===== src/design/nta_isqrt.sv =====
// Pipelined integer square root, one result bit per stage, with remainder.
module nta_isqrt #(
    parameter int W  = 32,
    parameter int PW = 1
) (
    input  logic             clk,
    input  logic             rst_n,
    input  logic             adv,
    input  logic             in_valid,
    input  logic [W-1:0]     in_rad,
    input  logic [PW-1:0]    in_pay,
    output logic             out_valid,
    output logic [W/2-1:0]   out_root,
    output logic [W/2:0]     out_rem,
    output logic [PW-1:0]    out_pay
);

    localparam int N = W / 2;

    logic [W-1:0]  v_reg   [N];
    logic [W-1:0]  res_reg [N];
    logic [PW-1:0] pay_reg [N];
    logic          vld_reg [N];

    genvar k;
    for (k = 0; k < N; k++) begin : g_stage
        localparam logic [W-1:0] BITC = W'(1) << (W - 2 - 2 * k);

        logic [W-1:0]  v_in;
        logic [W-1:0]  res_in;
        logic [PW-1:0] pay_in;
        logic          vld_in;
        logic [W-1:0]  trial;
        logic [W-1:0]  v_next;
        logic [W-1:0]  res_next;

        if (k == 0) begin : g_first
            assign v_in   = in_rad;
            assign res_in = '0;
            assign pay_in = in_pay;
            assign vld_in = in_valid;
        end
        else begin : g_next
            assign v_in   = v_reg[k-1];
            assign res_in = res_reg[k-1];
            assign pay_in = pay_reg[k-1];
            assign vld_in = vld_reg[k-1];
        end

        // One digit of the restoring square root.
        always_comb
        begin
            trial = res_in + BITC;
            if (v_in >= trial)
            begin
                v_next   = v_in - trial;
                res_next = (res_in >> 1) + BITC;
            end
            else
            begin
                v_next   = v_in;
                res_next = res_in >> 1;
            end
        end

        always_ff @(posedge clk or negedge rst_n)
        begin
            if (!rst_n)
                vld_reg[k] <= 1'b0;
            else if (adv)
                vld_reg[k] <= vld_in;
        end

        always_ff @(posedge clk)
        begin
            if (adv)
            begin
                v_reg[k]   <= v_next;
                res_reg[k] <= res_next;
                pay_reg[k] <= pay_in;
            end
        end
    end

    assign out_valid = vld_reg[N-1];
    assign out_root  = res_reg[N-1][N-1:0];
    assign out_rem   = v_reg[N-1][N:0];
    assign out_pay   = pay_reg[N-1];

endmodule


===== config.mk =====
export PLATFORM = sky130hd
export DESIGN_NAME = nta_isqrt
export DESIGN_NICKNAME = d
export VERILOG_FILES = /design/src/design/nta_isqrt.sv
export SDC_FILE = /design/constraint.sdc
export NUM_CORES = 1
export LEC_CHECK = 0
export ABC_AREA = 1
export BUFFER_PORTS_ARGS = -buffer_cell sky130_fd_sc_hd__buf_2
export CAP_MARGIN = 30
export CORE_MARGIN = 4
export CORE_UTILIZATION = 60
export CTS_CLUSTER_DIAMETER = 120
export CTS_CLUSTER_SIZE = 12
export DETAILED_ROUTE_END_ITERATION = 12
export PLACE_DENSITY = 0.77
export SYNTH_ARGS = -nofsm -noshare
export SYNTH_HDL_FRONTEND = slang
export SYNTH_SLANG_ARGS = --single-unit

===== constraint.sdc =====
create_clock -name clk -period 5.5 [get_ports clk]
set_clock_uncertainty 0.15 [all_clocks]
set_input_delay 0.55 -clock clk [delete_from_list [all_inputs] [get_ports clk]]
set_output_delay 0.55 -clock clk [all_outputs]
set_load 0.005 [all_outputs]

# ---- After elaboration in Yosys (flattened, before gate mapping)
# Memories as Yosys holds them, arrays and structs flattened.
# Cells that the tools add are included.
dict set report totals {
  register_bits 16
  ramBits 1040
  out_inout_bits 35
  elab_cells 115
  memories 3
}
dict set report op_classes {
  addsub 46
  order_cmp 16
  muxes 34
}
# memory depth word_bits read_ports rd_clocked_by_memory_dff wr line
set memory_table {}
lappend memory_table {res_reg 16 32 16 0 16 21} ;# logic [W-1:0] res_reg [N];
lappend memory_table {v_reg 16 32 16 0 16 20} ;# logic [W-1:0] v_reg [N];
lappend memory_table {pay_reg 16 1 16 0 16 22} ;# logic [PW-1:0] pay_reg [N];
# operator count
set op_table {}
lappend op_table {{two-way mux 32 bit} 31}
lappend op_table {{>= comparator 32 bit} 15}
lappend op_table {{subtractor 32 bit} 15}
lappend op_table {{adder 31 x 1 -> 32 bit, second input constant} 1}
lappend op_table {{adder 31 x 11 -> 32 bit, second input constant} 1}
lappend op_table {{adder 31 x 13 -> 32 bit, second input constant} 1}
lappend op_table {{adder 31 x 15 -> 32 bit, second input constant} 1}
lappend op_table {{adder 31 x 17 -> 32 bit, second input constant} 1}
lappend op_table {{adder 31 x 19 -> 32 bit, second input constant} 1}
lappend op_table {{adder 31 x 21 -> 32 bit, second input constant} 1}
lappend op_table {{adder 31 x 23 -> 32 bit, second input constant} 1}
lappend op_table {{adder 31 x 25 -> 32 bit, second input constant} 1}
lappend op_table {{adder 31 x 27 -> 32 bit, second input constant} 1}
lappend op_table {{adder 31 x 29 -> 32 bit, second input constant} 1}
lappend op_table {{adder 31 x 3 -> 32 bit, second input constant} 1}
lappend op_table {{adder 31 x 5 -> 32 bit, second input constant} 1}
lappend op_table {{adder 31 x 7 -> 32 bit, second input constant} 1}
lappend op_table {{adder 31 x 9 -> 32 bit, second input constant} 1}
lappend op_table {{adder 32 x 1 -> 32 bit, second input constant} 1}
lappend op_table {{adder 32 x 11 -> 32 bit, second input constant} 1}
lappend op_table {{adder 32 x 13 -> 32 bit, second input constant} 1}
lappend op_table {{adder 32 x 15 -> 32 bit, second input constant} 1}
lappend op_table {{adder 32 x 17 -> 32 bit, second input constant} 1}
lappend op_table {{adder 32 x 19 -> 32 bit, second input constant} 1}
lappend op_table {{13 further kinds} 14}

# ---- Logic depth before layout (Yosys ltp)
# An unclocked memory read counts as a cell.
dict set report logic_depth {
  depth_word 4
  mapped_depth 14
  depth_no_buf 14
}

# ---- Worst setup path before layout
# Ideal clock, no wire load.
dict set report synth_path {
  path_kind {register to register}
  from {mem v_reg[14][7], in the netlist v_reg[1][199]}
  to {mem v_reg[15][4], in the netlist v_reg[1][228], data pin}
  t_arrival_ps 1728
  slack_ps 3369
  stages_incl_launch_ff 13
  path_buffers 1
  path_cell_list {edfxtp_1 ha_1 nand2_2 inv_1 a21oi_1 nand2_2 nand2_1 nand2_2 nand2_4 nand3_4 buf_6 nand2_1 nand2_1}
}
# item line
set synth_lines {}
lappend synth_lines {{start, declared} 20}

==> impl_metrics.py <==
metrics = {
    "worst_setup_path": {
        "worstPathRequired_ns": 5.88,
        "crit_family": "simple AND/OR/NAND/NOR gates",
        "critPathMaxStageDelay_ns": 0.79,
        "crit_path_start_kind": "flop",
        "path_cells": "ha_1 -> nand2_1 -> inv_1 -> nand2_1 -> nor2_1 -> a21oi_2 -> nand4_2 -> inv_2 -> nand2_1 -> nand2_1",
        "arrival_ns": 3.84,
        "crit_start": "v_reg[1][176]",
        "endpoint_kind": "flop",
        "path_depth": 10,
        "path_buf_inv": 2,
        "r2r_cells": 10,
        "timing.rr.end": "v_reg[1][198]",
        "critical-path-slowest-cell": "inv_2",
        "rrSetupSlack_ns": 2.04,
        "path_max_fanout": 23,
        "crit_type": "reg -> reg",
        "cpMostUsedCell": "nand2_1",
        "cp-endpoint": "v_reg[1][198]",
        "reg2reg_from": "v_reg[1][176]",
    },
    "logic_synthesis": {
        "synth_area_leader_cell": "edfxtp_1",
        "synth_edf_count": 649,
        "synth_top_area_frac": 0.5362,
        "synthFlopType": "edfxtp_1",
        "yosys_register_bits": 665,
        "netlist_instances": 3973,
        "synth_nets": 4162,
        "netlist_area_um2": 36340,
        "synth_top_family_by_area": "simple AND/OR/NAND/NOR gates",
        "yosysMostFrequentCell": "nand2_1",
        "async_reset_ff_frac": 0.02406,
        "yosys-top-cells-area": "edfxtp_1, nand2_1, inv_1",
        "syn_area_per_cell_um2": 9.148,
        "synthSimpleGateAreaFrac": 0.2440,
        "synth_compound_area_frac": 0.05584,
        "yosysUniqueCellTypes": 54,
        "synth_xor_area_frac": 0.02771,
        "yosys-mux-area-fraction": 0.0006197,
        "ys_seq_area_frac": 0.5473,
        "yosysWarnings": 0,
        "synth_fa_ha_area_frac": 0.05233,
        "synthTopCellsByCount": "nand2_1, edfxtp_1, inv_1",
    },
    "clock_network": {
        "ctsResizeCount": 0,
        "clk_pin_slew_worst_paths_ns": 0.06,
        "cts_root_buf": "clkbuf_16",
        "cts.path.max_buffers": 3,
        "cts_tree": "built",
        "cts_inserted_buffers": 61,
        "cts_max_level": 2,
        "clock_sinks": 665,
        "post_cts_buffers": 0,
        "clk_latency_ns": 0.66,
    },
    "sta": {
        "finalSetupViolations": 0,
        "clock.fmax_mhz": 289.3,
        "max_slew_margin": 0.3334,
        "finalSetupTns_ns": 0,
        "slew_violations": 0,
        "rsz0062_at_grt": "false",
        "worst_pin_slew_ns": 1.000,
        "timing.final.crit_share": 0.6286,
        "hold_viol_final": 0,
        "hold_slack_ns": 0.05594,
        "fin_crit_ns": 3.457,
    },
    "floorplanning": {
        "ios": 72,
        "start_util": 0.6112,
        "coreArea_um2": 59460,
        "die_h_um": 254.1,
        "die_x_um": 254.1,
        "placementRows": 89,
        "die_area_um2": 64570,
    },
    "power_and_ir_drop": {
        "powerDensity_nw_per_um2": 349.4,
        "p_leak_nw": 17.43,
        "ir_worst_vdd_v": 0.0003252,
    },
    "drt": {
        "vias_per_cell": 5.470,
        "first_iter_violations": 2151,
        "drt-total-wl_mm": 83.74,
        "drcViolationCount": 0,
        "wl_per_cell_um": 17.09,
        "vias": 26800,
        "final_antenna_net_count": 0,
        "dr.pass1.iters": 5,
    },
    "placed_design": {
        "dpl.hpwl_mm": 63.24,
        "place.gp.congestion": 0.9612,
        "port_buffers": 71,
    },
    "run_status": {
        "status": "completed",
    },
    "cells_and_area": {
        "final_core_util": 0.6641,
        "drive_gt1_frac": 0.08022,
        "diodes": 0,
        "num-fill-cells": 4720,
        "final_nets": 4305,
        "largest_reg_flops": 497,
        "area_growth_pct": 8.658,
    },
    "grt": {
        "grt_pass1_wl_mm": 134.1,
        "grt_use_total": 0.2607,
        "grt_antenna_before_repair": 0,
        "grt_remaining_overflow": 0,
        "grt_max_degree": 131,
        "first_global_vias": 25660,
    },
    "worst_hold_path": {
        "hold_class": "in -> reg",
        "hp-start": "in_rad[31]",
    },
    "flow_run": {
        "maxCapViolCount": 0,
    },
}
worst register-to-register path, cell delays in order (launching register included):
cell and delay [ns]:
edfxtp_1 0.40, ha_1 0.37, nand2_1 0.15, inv_1 0.06, nand2_1 0.11, nor2_1 0.09, a21oi_2 0.32, nand4_2 0.66
inv_2 0.80, nand2_1 0.13, nand2_1 0.09
what timing repair did:
item	in CTS	in global routing
endpoints found under the hold margin	48	0
hold buffers	33	0
endpoints found under the setup margin	0	0
power breakdown:
part	internal (W)	switching (W)	leakage [nW]	total, W
clock	0.00198	0.00177	0.800	0.00375
combinational	0.00114	0.00213	10.2	0.00326
sequential	0.00635	0.000424	6.42	0.00678
stage by stage:
| step | cell area (um^2) | setup WS, ns | std cells | total power, W |
|---|---|---|---|---|
| after floorplan | 36340 | 3.369 | 3973 | 0.009073 |
| after global placement | 37500 | 2.106 | 4793 | 0.01000 |
| after detailed placement | 37500 | 2.075 | 4793 | 0.01007 |
| after CTS | 39490 | 2.040 | 4899 | 0.01384 |
| after global routing | 39490 | 1.731 | 4899 | 0.01456 |
| final | 39490 | 2.043 | 4899 | 0.01380 |
worst min path at each step:
stage / end / slack (ns) / cells past startpoint
after floorplan: g_stage[10].vld_in / 0.10 / 0
after global placement: pay_reg[0][3] / 0.26 / 0
after detailed placement: pay_reg[1][7] / 0.25 / 0
after CTS: v_reg[0][31] / 0.02 / 3
after global routing: v_reg[0][31] / 0.06 / 3
final: v_reg[0][31] / 0.06 / 3
placed cells by master (no fill, tap or decap), types with 5 or more instances in the layout:
cell,synthesis,routed
a21boi_0,7,7
a21o_1,5,5
a21oi_1,105,105
a21oi_2,62,62
buf_2,5,70
clkbuf_1,3,8
clkbuf_16,0,61
dfrtp_1,16,16
dlygate4sd3_1,0,33
edfxtp_1,649,649
ha_1,152,152
inv_1,605,605
inv_2,15,15
nand2_1,1201,1201
nand2_2,15,15
nand3_1,222,222
nand3_2,6,6
nand3b_1,36,36
nand4_1,89,89
nor2_1,365,365
nor2_2,18,18
nor2_4,9,9
nor3_1,43,43
nor4_1,23,23
o21ai_0,78,78
o21ai_1,13,13
o21ai_2,32,32
o21bai_1,9,9
or2_2,13,13
xnor2_1,40,40
xor2_1,75,75
cell families (layout without fill, tap and decap cells):
logic type               Yosys count  after routing
AO/OA/AOI/OAI                    319            319
XOR/XNOR                         115            115
adder cells (fa/ha/maj)          152            152
buffers and inverters            655            808
flip-flops                       665            665
multiplexers                       2              2
AND/OR/NAND/NOR                 2065           2065
final cells by class:
type / count / area, um^2 / area share
flip-flops and latches: 665 / 19890 / 0.5036
repair buffers: 112 / 805.8 / 0.02040
well taps: 773 / 967.2 / 0.02449
clock buffers: 69 / 1556 / 0.03941
inverters: 623 / 2344 / 0.05934
clock inverters: 4 / 98.84 / 0.002503
multi-input cells: 2653 / 13830 / 0.3502
per-layer routing:
layer	track usage	share of wire	vias up	wire, um
met2	0.4483	0.49	845	40950
met5	0	0	-	0
met4	0.08197	0.031	0	2568
met1	0.3506	0.42	12460	35450
li1	-	-	13340	-
met3	0.03091	0.057	153	4767
Power figures use the tool's default switching activity.
